### src/rtl/core/tsrp_pkg.sv
// Shared types for the timestamp replay pacer.
// Used by the front end, the queue, the back end and the top level.
`default_nettype none

package tsrp_pkg;

   // Register indexes on the csr_ write port.
   localparam logic [1:0] CSR_PACING_ENABLE = 2'd0;
   localparam logic [1:0] CSR_SPEED_RECIP   = 2'd1;
   localparam logic [1:0] CSR_JITTER_MAX    = 2'd2;

   // Configuration register contents as seen by the datapath.
   typedef struct packed {
      logic        pacing_enable;
      logic [31:0] speed_recip;
      logic [31:0] jitter_max;
   } tsrp_cfg_type;

   // One classified event. For a paced event value holds the feed delta,
   // otherwise it holds the wall time at which the event is released.
   typedef struct packed {
      logic        paced;
      logic [63:0] value;
      logic [15:0] tag;
   } tsrp_entry_type;

   // Queue status seen by the front and back ends.
   typedef struct packed {
      logic full;
      logic empty;
   } tsrp_qstat_type;

endpackage

`default_nettype wire

### src/rtl/core/tsrp_queue.sv
// Two-entry queue of classified events between the front and back ends.
// Depends on tsrp_pkg.
`default_nettype none

module tsrp_queue (
   input  wire logic                     clock,
   input  wire logic                     reset,
   input  wire logic                     push,
   input  wire tsrp_pkg::tsrp_entry_type push_entry,
   input  wire logic                     pop,
   output tsrp_pkg::tsrp_entry_type      pop_entry,
   output tsrp_pkg::tsrp_qstat_type      qstat
);

   tsrp_pkg::tsrp_entry_type slot_ff [2];
   logic       wr_ptr_ff, wr_ptr_in;
   logic       rd_ptr_ff, rd_ptr_in;
   logic [1:0] count_ff, count_in;

   always_comb begin
      wr_ptr_in = push ? !wr_ptr_ff : wr_ptr_ff;
      rd_ptr_in = pop ? !rd_ptr_ff : rd_ptr_ff;
      count_in  = count_ff;
      if (push && !pop) begin
         count_in = count_ff + 2'd1;
      end else if (pop && !push) begin
         count_in = count_ff - 2'd1;
      end
   end

   always_ff @(posedge clock) begin
      if (reset) begin
         wr_ptr_ff <= 1'b0;
         rd_ptr_ff <= 1'b0;
         count_ff  <= 2'd0;
      end else begin
         wr_ptr_ff <= wr_ptr_in;
         rd_ptr_ff <= rd_ptr_in;
         count_ff  <= count_in;
      end
      if (push) begin
         slot_ff[wr_ptr_ff] <= push_entry;
      end
   end

   assign pop_entry   = slot_ff[rd_ptr_ff];
   assign qstat.full  = count_ff == 2'd2;
   assign qstat.empty = count_ff == 2'd0;

endmodule

`default_nettype wire

### config.mk
export PLATFORM = sky130hd
export DESIGN_NAME = tsrp_queue
export DESIGN_NICKNAME = d
export VERILOG_FILES = /design/src/rtl/core/tsrp_pkg.sv /design/src/rtl/core/tsrp_queue.sv
export SDC_FILE = /design/constraint.sdc
export NUM_CORES = 1
export LEC_CHECK = 0
export ABC_AREA = 0
export CAP_MARGIN = 25
export CORE_MARGIN = 2
export CORE_UTILIZATION = 32
export DETAILED_ROUTE_END_ITERATION = 8
export DONT_BUFFER_PORTS = 1
export SYNTH_ARGS = -nofsm -noshare
export SYNTH_HDL_FRONTEND = slang
export SYNTH_SLANG_ARGS = --single-unit
### constraint.sdc
create_clock -name clock -period 13.54 [get_ports clock]
set_clock_uncertainty 0.15 [all_clocks]
set_input_delay 4.062 -clock clock [delete_from_list [all_inputs] [get_ports clock]]
set_output_delay 4.062 -clock clock [all_outputs]
set_load 0.05 [all_outputs]
[Word-level counts from Yosys, hierarchy flattened]
Memories as Yosys holds them, arrays and structs flattened. A register that Yosys moved wholly into a read port is not among the register bits.
Index checks and enable logic that the tools add are counted.
Widths: inputs -> output; s select.
Word-level totals
  register bits after elaboration: 4
  bits in writable memories: 162
  bits of input ports: 85
  output and inout bits: 83
  logic and storage cells: 21
  memories: 1
Operators by class
  $add $sub $neg: 2
  equal/unequal tests: 1
  multiplexer cells: 6
  reductions and logical operators: 8
Memory list
  slot_ff: words 2, bits a word 81, read ports 1, clocked after Yosys merged registers in 1, write ports 1, line tsrp_queue.sv:15  | tsrp_pkg::tsrp_entry_type slot_ff [2];
Operators by type and width (count)
  $logic_not 1->1: 4
  $mux 1: 4
  $mux 2: 2
  $add 2x1->2 const B: 1
  $eq 2x2->1 const B: 1
  $logic_and 1x1->1: 2
  $logic_not 2->1: 1
  $reduce_bool 2->1: 1
  $sub 2x1->2 const B: 1

[Logic depth before layout (Yosys ltp)]
  depth after elaboration: 4
  depth in mapped cells: 5
  gate-level depth less buffers: 5

[Least setup slack after synthesis]
OpenSTA, ideal clock, no wires.
  kind: input -> register
  from: in push
  to: mem slot_ff[0][0] (netlist bit), enable pin
  library setup time: 0.531 ns
  arrival time: 7.603 ns
  data required time: 12.859 ns
  setup slack: 5.257 ns
  stages: 1
  path buffers: 0
  path through: nor2b_1
Between the ends
  word-level cells in the longest chain between the ends: 2
Ends and longest elaborated chain
  from (decl): line tsrp_queue.sv:8  | input wire logic push,
  $mux 1: line tsrp_queue.sv:41  | if (push) begin
  $mux 1 (implied by the code): line tsrp_queue.sv:42  | slot_ff[wr_ptr_ff] <= push_entry;
  to (decl): line tsrp_queue.sv:15
Every way passes these cells.

==> flow_summary.toml <==
[drt]
num_vias = 2466
first_pass_iters = 4
via_per_inst = 4.62
wl_per_cell_um = 19.3
initialDrtViolationCount = 124
drc = 0
wirelength_um = 10300
ant_nets = 0

[clocking]
cts_tree = "done"
cts_root_buf = "clkbuf_16"
ctsHtreeMaxLevel = 4
ctsLongestPathBuffers = 2
cts.sinks = 167
cts_hold_buf = 0
worstSkewPairLatency_ns = 0.41
post_cts_buffers = 0
cts_resized = 0
numCtsBuffers = 17
clk_pin_slew_worst_paths_ns = 0.06

[floorplan]
dieArea_um2 = 20100
fp-row-count = 50
fp.dieH_um = 142
dieWidth_um = 142
ios = 168
start_util_pct = 32.5
coreArea_um2 = 18700

[critical_path]
crit_path_top_delay_cell = "dfxtp_4"
crit_family = "flip-flops"
critPathMaxFanout = 50
cp-end-kind = "primary output"
crit_chain = "buf_16, mux2_2"
crit_type = "reg2out"
slowest_delay_ns = 0.63
r2r_slack_ns = 11.16
setup.worst_path.start_class = "flop"
critPathBufInv = 1
crit_arrival_ns = 1.90
required_ns = 9.33
r2r-start = "wr_ptr_ff"

[synth]
netlist_instances = 274
synth-seq-cells = 167
ys_seq_area_share_pct = 81.6
syn_area_um2 = 6080
synth_cell_types = 16
yosys_warnings = 0
synth_nets = 360
avgSynthCellArea_um2 = 22.2

[sta]
final_hold_viol_count = 0
fin_crit_ns = 6.12
fin_setup_tns_ns = 0
fmax_mhz = 164
rsz0062_at_grt = "false"
worstMarginPinSlew_ns = 0.919
finalMaxSlewViolations = 0
relSlewSlack_pct = 38.5
finalSetupViolCount = 0
post-route-period-util_pct = 45.2

[global_routing]
grt_antenna_before_repair = 0
grt_max_degree = 53
grt-ovfl-total = 0
grt_pass1_wl_um = 15700
grt_pass1_vias = 2846
grt_usage_pct = 10.5

[finish]
n_antenna_cell = 0
multi_input_area_um2 = 1030
fillers = 1725
mostFrequentLayoutCells = "162 x edfxtp_1, 81 x mux2_2, 17 x clkbuf_16"
final-seq-area_um2 = 4970
fin_cells = 534
final_common_cell = "edfxtp_1"
drive_above_1_share_pct = 39.7
layout.nets = 373
syn2layout_area_growth_pct = 13.4

[min_path]
min-delay-start = "count_ff[1]"
min_path_type = "reg2reg"

[outcome]
outcome = "completed"

[power]
power_leakage_nw = 2.22
power_density_nw_per_um2 = 179
ir_worst_vdd_v = 0.0000806

[placed_design]
dp.cells = 502
portBuffers = 0
hpwlAfterDp_um = 6530
routabilityCongestion = 0.696

[job]
cap_viol_max_count = 0
[cell families after synthesis]
group                    after synthesis  share of synthesized area, %
AO/OA/AOI/OAI                          2                         0.164
buffers and inverters                 10                          1.67
XOR/XNOR                               4                         0.576
flip-flops                           167                          81.6
multiplexers                          81                          15.0
adder cells (fa/ha/maj)                1                         0.206
AND/OR/NAND/NOR                        9                         0.761
[report_power, final]
group	internal (W)	switching (W)
registers	0.000603	0.0000111
logic	0.0000341	0.000134
clock network	0.000254	0.000198
[metrics by stage]
stage	hold slack (ns)	worst slack [ns]	total power (W)	utilization [%]	cell area, um^2
after global routing	0.407	7.27	0.00128	36.9	6900
after detailed placement	0.357	7.39	0.000797	33.9	6350
after CTS	0.367	7.36	0.00125	36.9	6900
final	0.361	7.42	0.00123	36.9	6900
after global placement	0.321	7.45	0.000791	33.7	6300
after floorplan	0.311	5.26	0.000782	-	6080
[layout make-up]
| class | instances | area share (%) |
|---|---|---|
| timing repair buffer | 3 | 0.798 |
| multi-input combinational | 97 | 14.9 |
| clock buffer | 17 | 6.17 |
| inverter | 1 | 0.0544 |
| tap | 234 | 4.25 |
| clock inverter | 15 | 1.81 |
| sequential | 167 | 72.0 |
[layer usage]
metal  global-route usage [%]  vias up  share of wire [%]
li1                         -     1105                  -
met4                     3.47        0               0.87
met3                     5.91        6                 10
met5                        0        -                  0
met2                     18.5       98                 53
met1                     10.5     1257                 37
[state kept, by name, summed over array words and instances, names as in the netlist, named ones only]
register,count
slot_ff,162
wr_ptr_ff,1
rd_ptr_ff,1
count_ff,2
[Yosys cell counts]
cell / count / area (um^2)
buf_6: 8 / 90.1
inv_1: 1 / 3.75
xnor2_1: 2 / 17.5
or3_1: 1 / 6.26
edfxtp_1: 162 / 4860
nor2_1: 5 / 18.8
ha_1: 1 / 12.5
buf_4: 1 / 7.51
a21oi_1: 1 / 5.00
and2_1: 1 / 6.26
and2b_2: 1 / 8.76
o21ai_0: 1 / 5.00
dfxtp_1: 5 / 100
xor2_1: 2 / 17.5
mux2_2: 81 / 912
nor2b_1: 1 / 6.26
[worst paths after layout]
check | to | cells past startpoint
worst max register to register | slot_ff[0][45] | 2
worst max-delay path | pop_entry[12] | 2
worst min register to register | count_ff[1] | 2
worst min-delay path | count_ff[1] | 2
[tightest hold or removal path: stages (launching register included)]
cell,delay [ns]
dfxtp_1,0.33
o21ai_0,0.08
a21oi_1,0.06
Note: power is estimated with default switching activity, not from simulation.
