--- src/rtl/core/tsrp_pkg.sv ---
// Shared types for the timestamp replay pacer.
// Used by the front end, the queue, the back end and the top level.
`default_nettype none

package tsrp_pkg;

   // Register indexes on the csr_ write port.
   localparam logic [1:0] CSR_PACING_ENABLE = 2'd0;
   localparam logic [1:0] CSR_SPEED_RECIP   = 2'd1;
   localparam logic [1:0] CSR_JITTER_MAX    = 2'd2;

   // Configuration register contents as seen by the datapath.
   typedef struct packed {
      logic        pacing_enable;
      logic [31:0] speed_recip;
      logic [31:0] jitter_max;
   } tsrp_cfg_type;

   // One classified event. For a paced event value holds the feed delta,
   // otherwise it holds the wall time at which the event is released.
   typedef struct packed {
      logic        paced;
      logic [63:0] value;
      logic [15:0] tag;
   } tsrp_entry_type;

   // Queue status seen by the front and back ends.
   typedef struct packed {
      logic full;
      logic empty;
   } tsrp_qstat_type;

endpackage

`default_nettype wire

--- src/rtl/core/tsrp_if.sv ---
// Valid/ready channel interfaces for the pacer's event and result streams.
// Self-contained; no package dependency.
`default_nettype none

interface tsrp_req_if;
   logic        valid;
   logic        ready;
   logic [63:0] feed_time_ns;
   logic [63:0] now_ns;
   logic [15:0] event_ref;

   modport source (output valid, output feed_time_ns, output now_ns, output event_ref,
                   input ready);
   modport sink   (input valid, input feed_time_ns, input now_ns, input event_ref,
                   output ready);
endinterface


`default_nettype wire

--- src/rtl/core/tsrp_front.sv ---
// Front end: accepts events, latches the anchors and classifies each event.
// Depends on tsrp_pkg and tsrp_req_if.
`default_nettype none

module tsrp_front (
   input  wire logic                     clock,
   input  wire logic                     reset,
   tsrp_req_if.sink                      req_chan,
   input  wire tsrp_pkg::tsrp_cfg_type   cfg,
   input  wire tsrp_pkg::tsrp_qstat_type qstat,
   output tsrp_pkg::tsrp_entry_type      push_entry,
   output logic                          push,
   output logic                          anchored,
   output logic [63:0]                   wall_anchor
);

   logic        anchored_ff, anchored_in;
   logic [63:0] feed_anchor_ff, feed_anchor_in;
   logic [63:0] wall_anchor_ff, wall_anchor_in;
   logic [63:0] feed_ref;
   logic        not_early;
   logic [63:0] delta;
   logic        is_paced;

   assign req_chan.ready = !qstat.full;
   assign push           = req_chan.valid && req_chan.ready;

   // The first event is measured against its own timestamp.
   assign feed_ref  = anchored_ff ? feed_anchor_ff : req_chan.feed_time_ns;
   assign not_early = req_chan.feed_time_ns >= feed_ref;
   assign delta     = req_chan.feed_time_ns - feed_ref;
   assign is_paced  = cfg.pacing_enable && not_early;

   always_comb begin
      push_entry.paced = is_paced;
      push_entry.value = is_paced ? delta : req_chan.now_ns;
      push_entry.tag   = req_chan.event_ref;
   end

   always_comb begin
      anchored_in    = anchored_ff;
      feed_anchor_in = feed_anchor_ff;
      wall_anchor_in = wall_anchor_ff;
      if (push && !anchored_ff) begin
         anchored_in    = 1'b1;
         feed_anchor_in = req_chan.feed_time_ns;
         wall_anchor_in = req_chan.now_ns;
      end
   end

   always_ff @(posedge clock) begin
      if (reset) begin
         anchored_ff <= 1'b0;
      end else begin
         anchored_ff <= anchored_in;
      end
      feed_anchor_ff <= feed_anchor_in;
      wall_anchor_ff <= wall_anchor_in;
   end

   assign anchored    = anchored_ff;
   assign wall_anchor = wall_anchor_ff;

endmodule

`default_nettype wire

--- src/flat_wrapper.sv ---
// flat-port wrapper written by rule: the top's interface ports become plain ports
module tsrp_front_flat 
  (clock, reset, cfg, qstat, push_entry, push, anchored, wall_anchor, req_chan_valid, req_chan_feed_time_ns, req_chan_now_ns, req_chan_event_ref, req_chan_ready);
  tsrp_req_if req_chan_i ();
  input  wire logic clock;
  input  wire logic reset;
  input  wire tsrp_pkg::tsrp_cfg_type cfg;
  input  wire tsrp_pkg::tsrp_qstat_type qstat;
  output tsrp_pkg::tsrp_entry_type push_entry;
  output logic push;
  output logic anchored;
  output logic [63:0] wall_anchor;
  input wire logic [$bits(req_chan_i.valid)-1:0] req_chan_valid;
  input wire logic [$bits(req_chan_i.feed_time_ns)-1:0] req_chan_feed_time_ns;
  input wire logic [$bits(req_chan_i.now_ns)-1:0] req_chan_now_ns;
  input wire logic [$bits(req_chan_i.event_ref)-1:0] req_chan_event_ref;
  output wire logic [$bits(req_chan_i.ready)-1:0] req_chan_ready;
  assign req_chan_i.valid = req_chan_valid;
  assign req_chan_i.feed_time_ns = req_chan_feed_time_ns;
  assign req_chan_i.now_ns = req_chan_now_ns;
  assign req_chan_i.event_ref = req_chan_event_ref;
  assign req_chan_ready = req_chan_i.ready;
  tsrp_front u_core (.clock(clock), .reset(reset), .req_chan(req_chan_i), .cfg(cfg), .qstat(qstat), .push_entry(push_entry), .push(push), .anchored(anchored), .wall_anchor(wall_anchor));
endmodule
--- config.mk ---
export PLATFORM = sky130hd
export DESIGN_NAME = tsrp_front_flat
export DESIGN_NICKNAME = d
export VERILOG_FILES = /design/src/rtl/core/tsrp_pkg.sv /design/src/rtl/core/tsrp_if.sv /design/src/rtl/core/tsrp_front.sv /design/src/flat_wrapper.sv
export SDC_FILE = /design/constraint.sdc
export NUM_CORES = 1
export LEC_CHECK = 0
export CORE_AREA = 2 2 142 144
export DETAILED_ROUTE_END_ITERATION = 10
export DIE_AREA = 0 0 144 146
export DONT_BUFFER_PORTS = 1
export GPL_TIMING_DRIVEN = 0
export PLACE_DENSITY = 0.69
export RECOVER_POWER = 25
export SLEW_MARGIN = 30
export SYNTH_ARGS = -nofsm -noshare
export SYNTH_HDL_FRONTEND = slang
export SYNTH_SLANG_ARGS = --single-unit
--- constraint.sdc ---
create_clock -name clock -period 17.43 [get_ports clock]
set_input_delay 3.486 -clock clock [delete_from_list [all_inputs] [get_ports clock]]
set_output_delay 3.486 -clock clock [all_outputs]
set_load 0.01 [all_outputs]
### After elaboration in Yosys (flattened, before gate mapping)

Index checks and enable logic that the tools add are counted.
W data, S select, Z words.

* bits of input ports: 214
* register bits after elaboration: 129
* word-level logic and storage cells: 12

* mux-type cells: 2
* reductions and logical operators: 5
* add/subtract/negate cells: 1
* order comparisons: 1

Operators with widths (number)
* $mux W64: 2
* $ge A64 B64 Y1: 1
* $sub A64 B64 Y64: 1
* $logic_and A1 B1 Y1: 3
* $logic_not A1 Y1: 2

### Logic depth before layout (Yosys ltp)

* word-level depth: 4
* mapped depth: 19
* mapped depth without buffers: 14

### Worst setup path before layout

OpenSTA, ideal clock, no wires.

* path type: input-to-reg
* start point: input port req_chan_valid
* end point: register u_core.feed_anchor_ff[0], enable pin
* arrival: 9.456 ns
* buffers on the path: 0
* stages: 2
* data required time: 16.799 ns
* path slack: 7.343 ns
* setup time: 0.631 ns
* cell sequence: nor2b_1 -> nor2b_1

* word-level cells in the longest chain between the ends: 2

RTL lines
* from (decl): RTL line flat_wrapper.sv:13 `input wire logic [$bits(req_chan_i.valid)-1:0] req_chan_valid;`
* $logic_and A1 B1 Y1: RTL line tsrp_front.sv:26 `assign push = req_chan.valid && req_chan.ready;`
* $logic_and A1 B1 Y1: RTL line tsrp_front.sv:44 `if (push && !anchored_ff) begin`
* to (signal assigned): RTL line tsrp_front.sv:57 `feed_anchor_ff <= feed_anchor_in;`
* to (decl): RTL line tsrp_front.sv:18 `logic [63:0] feed_anchor_ff, feed_anchor_in;`

Every way passes these cells.
A chain may end at the register's enable or synchronous reset.

==> reports/metrics.csv <==
stage,metric,value,unit
worst_setup_path,cp_max_fo,5,
clock_tree,cts.hold.buffers_added,0,
sta,setup_repair_after_global_routing_missed_its_margin,false,
global_route,grt_max_degree,28,
power_and_ir_drop,clock_power_share,36.7,%
logic_synthesis,synth.cell_area,9374,um^2
place,placed_cells_incl_taps,1227,
clock_tree,cts-root-buf,clkbuf_16,
clock_tree,bufs_on_longest_clock_path,2,
hold_path,hold_path_depth,5,
logic_synthesis,postSynth.asyncResetShare,0,%
sta,timing.max_slew.rel_slack,38.74,%
clock_tree,post_cts_buffers,0,
worst_setup_path,timing.reg2reg.setup_slack,15140,ps
worst_setup_path,buf_inv_on_cp,1,
hold_path,hold_path_end,u_core.anchored,
sta,worst_pin_slew,918.9,ps
place,placed_cell_area,9866,um^2
power_and_ir_drop,power.switching,329.7,uW
power_and_ir_drop,comb_power_share,28.0,%
clock_tree,cts_sinks,129,
finish,fin_nets,1260,
sta,clock.fmax,96.25,MHz
sta,timing.final.crit_share,59.61,%
hold_path,hold_class,register to register,
worst_setup_path,critical_path.top_delay_family,compound AO/OA/AOI/OAI gates,
floorplan,i_o_pin_count,362,
place,routabilityCongestion,0.9076,
worst_setup_path,worstPathCellList,inv_1 -> o21ai_0 -> ha_1 -> fa_1 -> and2b_1 -> o2111ai_1 -> a31o_1 -> nor4_1 -> o211a_1 -> o21ai_1 -> a21oi_1 -> a31oi_1 -> xor2_1 -> o21ai_0,
logic_synthesis,synth_enable_flop_cells,128,
worst_setup_path,critical_path.slowest_cell,fa_1,
logic_synthesis,syn-mean-instance-area,9.805,um^2
floorplan,die_area,21020,um^2
logic_synthesis,yosysWarnings,0,
detailed_routing,ant_nets,0,
finish,drive_above_1_share,10.66,%
worst_setup_path,worst_r2r_endpoint,u_core.anchored,
place,place_ws,7060,ps
floorplan,fp.dieW,144,um
global_route,first_global_vias,7028,
detailed_routing,detailedRoute.firstPassIterationCount,6,
logic_synthesis,synth.distinct_cells,77,
power_and_ir_drop,cell_internal_pwr,704.3,uW
detailed_routing,routed_vias,7500,
global_route,antenna_found_initial,0,
floorplan,core,19330,um^2
detailed_routing,route.detailed.wl_per_inst,20.33,um
power_and_ir_drop,power.leakage,0.004080,uW
power_and_ir_drop,total_power,1034,uW
floorplan,floorplan.die.height,146,um
run_status,outcome,"complete, no violations",
logic_synthesis,share_of_the_synthesized_area_in_the_top_cell_type,41.00,%
worst_setup_path,reg2reg_depth,5,
sta,report.final.slew_viol_count,0,
worst_setup_path,critPathMostFrequentCell,o21ai_0,
global_route,grt_use_total,23.56,%
worst_setup_path,start_kind,input port,
logic_synthesis,postSynthRegisterBits,129,
worst_setup_path,worst_setup_path_end_kind,output port,
sta,final_hold_viol_count,0,
worst_setup_path,cp.required,13940,ps
sta,total_negative_setup_slacks,0,ps
logic_synthesis,synth_top_cell_by_area,edfxtp_1,
power_and_ir_drop,power.density,98.65,nW/um^2
place,hpwl,19990,um
worst_setup_path,max_stage_delay,420,ps
finish,fillCellCount,1737,
finish,final_cell_area,10480,um^2
floorplan,rows,51,
hold_path,start_point_of_the_worst_hold_path,u_core.anchored,
sta,worst_clock_skew,5.889,ps
finish,multi_input_area,5021,um^2
place,port_buffers,0,
clock_tree,cts_repair_resize_count,0,
logic_synthesis,post_synth_inst_count,956,
global_route,grt_remaining_overflow,0,
power_and_ir_drop,power_switching_share,31.88,%
sta,timing.final.crit_period,10390,ps
job,timing.max_cap.violations,0,
logic_synthesis,post_synth_main_area_contributors,"edfxtp_1 41%, ha_1 8.5%, mux2i_1 6.9%, nand2_1 4.8%, o21ai_0 4.4%",
global_route,grt_first_pass_wirelength,38510,um
clock_tree,tritoncts,built,
power_and_ir_drop,ir_worst_vdd,0.06836,mV
sta,setup_viol,0,
detailed_routing,detail_route.iter0.violations,601,
clock_tree,clk_transition_reported_paths,60,ps
finish,layout_area_growth_over_synthesis,11.81,%
finish,antennaDiodeCount,0,
detailed_routing,totalWireLength,25600,um
sta,final_critical_path_setup_slack,7040,ps
floorplan,initial_core_util,48.48,%
worst_setup_path,critPathArrivalTime,6900,ps
power_and_ir_drop,seq_power_share,35.3,%
clock_tree,clk_latency,420,ps
logic_synthesis,mappedNetlistNets,1235,
finish,regArea,3864,um^2
detailed_routing,vias_per_cell,5.957,
finish,instances_no_fill,1259,
clock_tree,cts_htree_levels,4,
logic_synthesis,synth_seq_area_share,41.22,%
worst_setup_path,worstSetupPathType,input port to output port,
detailed_routing,drc,0,
clock_tree,cts_made_buffers,17,
logic_synthesis,dominantRegCellSynth,edfxtp_1,
worst_setup_path,rr_startpoint,u_core.anchored,
sequential cells by signal (all words and copies together), names as in the netlist:
name                   flops
u_core.feed_anchor_ff     64
u_core.anchored            1
u_core.wall_anchor        64
metal layers:
layer,vias up,GRT usage [%],share of wire [%]
met1,3504,30.23,41
li1,3602,-,-
met4,0,7.353,2.5
met5,-,0,0
met2,352,37.83,46
met3,42,7.470,9.6
synth_stat cells (7+ instances only):
cell,number
xor2_1,23
a21oi_1,69
a31oi_1,13
buf_4,18
nand3_1,17
inv_1,32
buf_1,8
nand4_1,21
o21ai_1,9
and2_1,7
o21bai_1,12
xnor2_1,35
edfxtp_1,128
o211ai_1,7
nand2_1,120
buf_2,25
ha_1,64
a21o_1,36
nor2_1,42
clkbuf_1,14
o21ai_0,83
mux2i_1,65
cell type report:
type,instances,area share (%)
buffer,68,3.593
clock buffer,17,4.059
clock inverter,15,1.814
inverter,32,1.146
multi-input combinational,727,47.91
sequential,129,36.86
tap,265,3.163
timing repair buffer,6,1.456
metrics by stage:
stage          util (%)  hold slack (ps)
3_3_place_gp      50.20             1674
4_1_cts           54.21             1761
2_1_floorplan         -             1202
3_5_place_dp      51.03             1750
5_1_grt           54.21             1886
6_report          54.21             1707
worst max-delay path by stage:
stage | from | endpoint | slack (ps) | depth (start not counted)
after CTS | req_chan_feed_time_ns[0] | push_entry[71] | 7070 | 13
after global placement | req_chan_valid | u_core.feed_anchor_ff[49] | 4640 | 2
after global routing | req_chan_feed_time_ns[0] | push_entry[74] | 6780 | 14
after detailed placement | req_chan_feed_time_ns[0] | push_entry[71] | 7060 | 13
final | req_chan_feed_time_ns[0] | push_entry[74] | 7040 | 14
after floorplan | req_chan_valid | u_core.feed_anchor_ff[0] | 7340 | 2
cell families (layout without fill, tap and decap cells):
family,after synthesis,in the layout,synth area share [%]
fa+ha+maj,65,65,8.756
compound gates,282,282,19.25
xor+xnor,58,58,5.419
flops,129,129,41.22
mux,67,67,7.181
buf+inv,100,138,5.299
simple gates,255,255,12.88
cells in the final DEF, fill, tap and decap left out, drive strengths merged, types with 7 or more instances in the layout:
cell	count
xnor2	35
nor2	43
nand2	122
nand3	18
a21o	36
ha	64
nand4	21
inv	34
o21ai	92
o21bai	12
mux2i	65
and2	7
a21oi	69
o211ai	8
clkbuf	31
a31oi	14
xor2	23
buf	60
edfxtp	128
power groups by stage:
stage / logic [uW] / registers [uW] / clock network (uW)
floorplan: 218 / 373 / 0
global placement: 279 / 376 / 0
detailed placement: 286 / 371 / 0
CTS: 289 / 365 / 385
global route: 318 / 366 / 398
finish: 290 / 365 / 379
worst reg2reg max path: stages (launching register included):
cell,delay (ps)
dfxtp_1,420
clkbuf_1,340
buf_1,570
buf_1,660
nor2_1,130
nor2_1,110
Note: power is estimated with default switching activity, not from simulation.
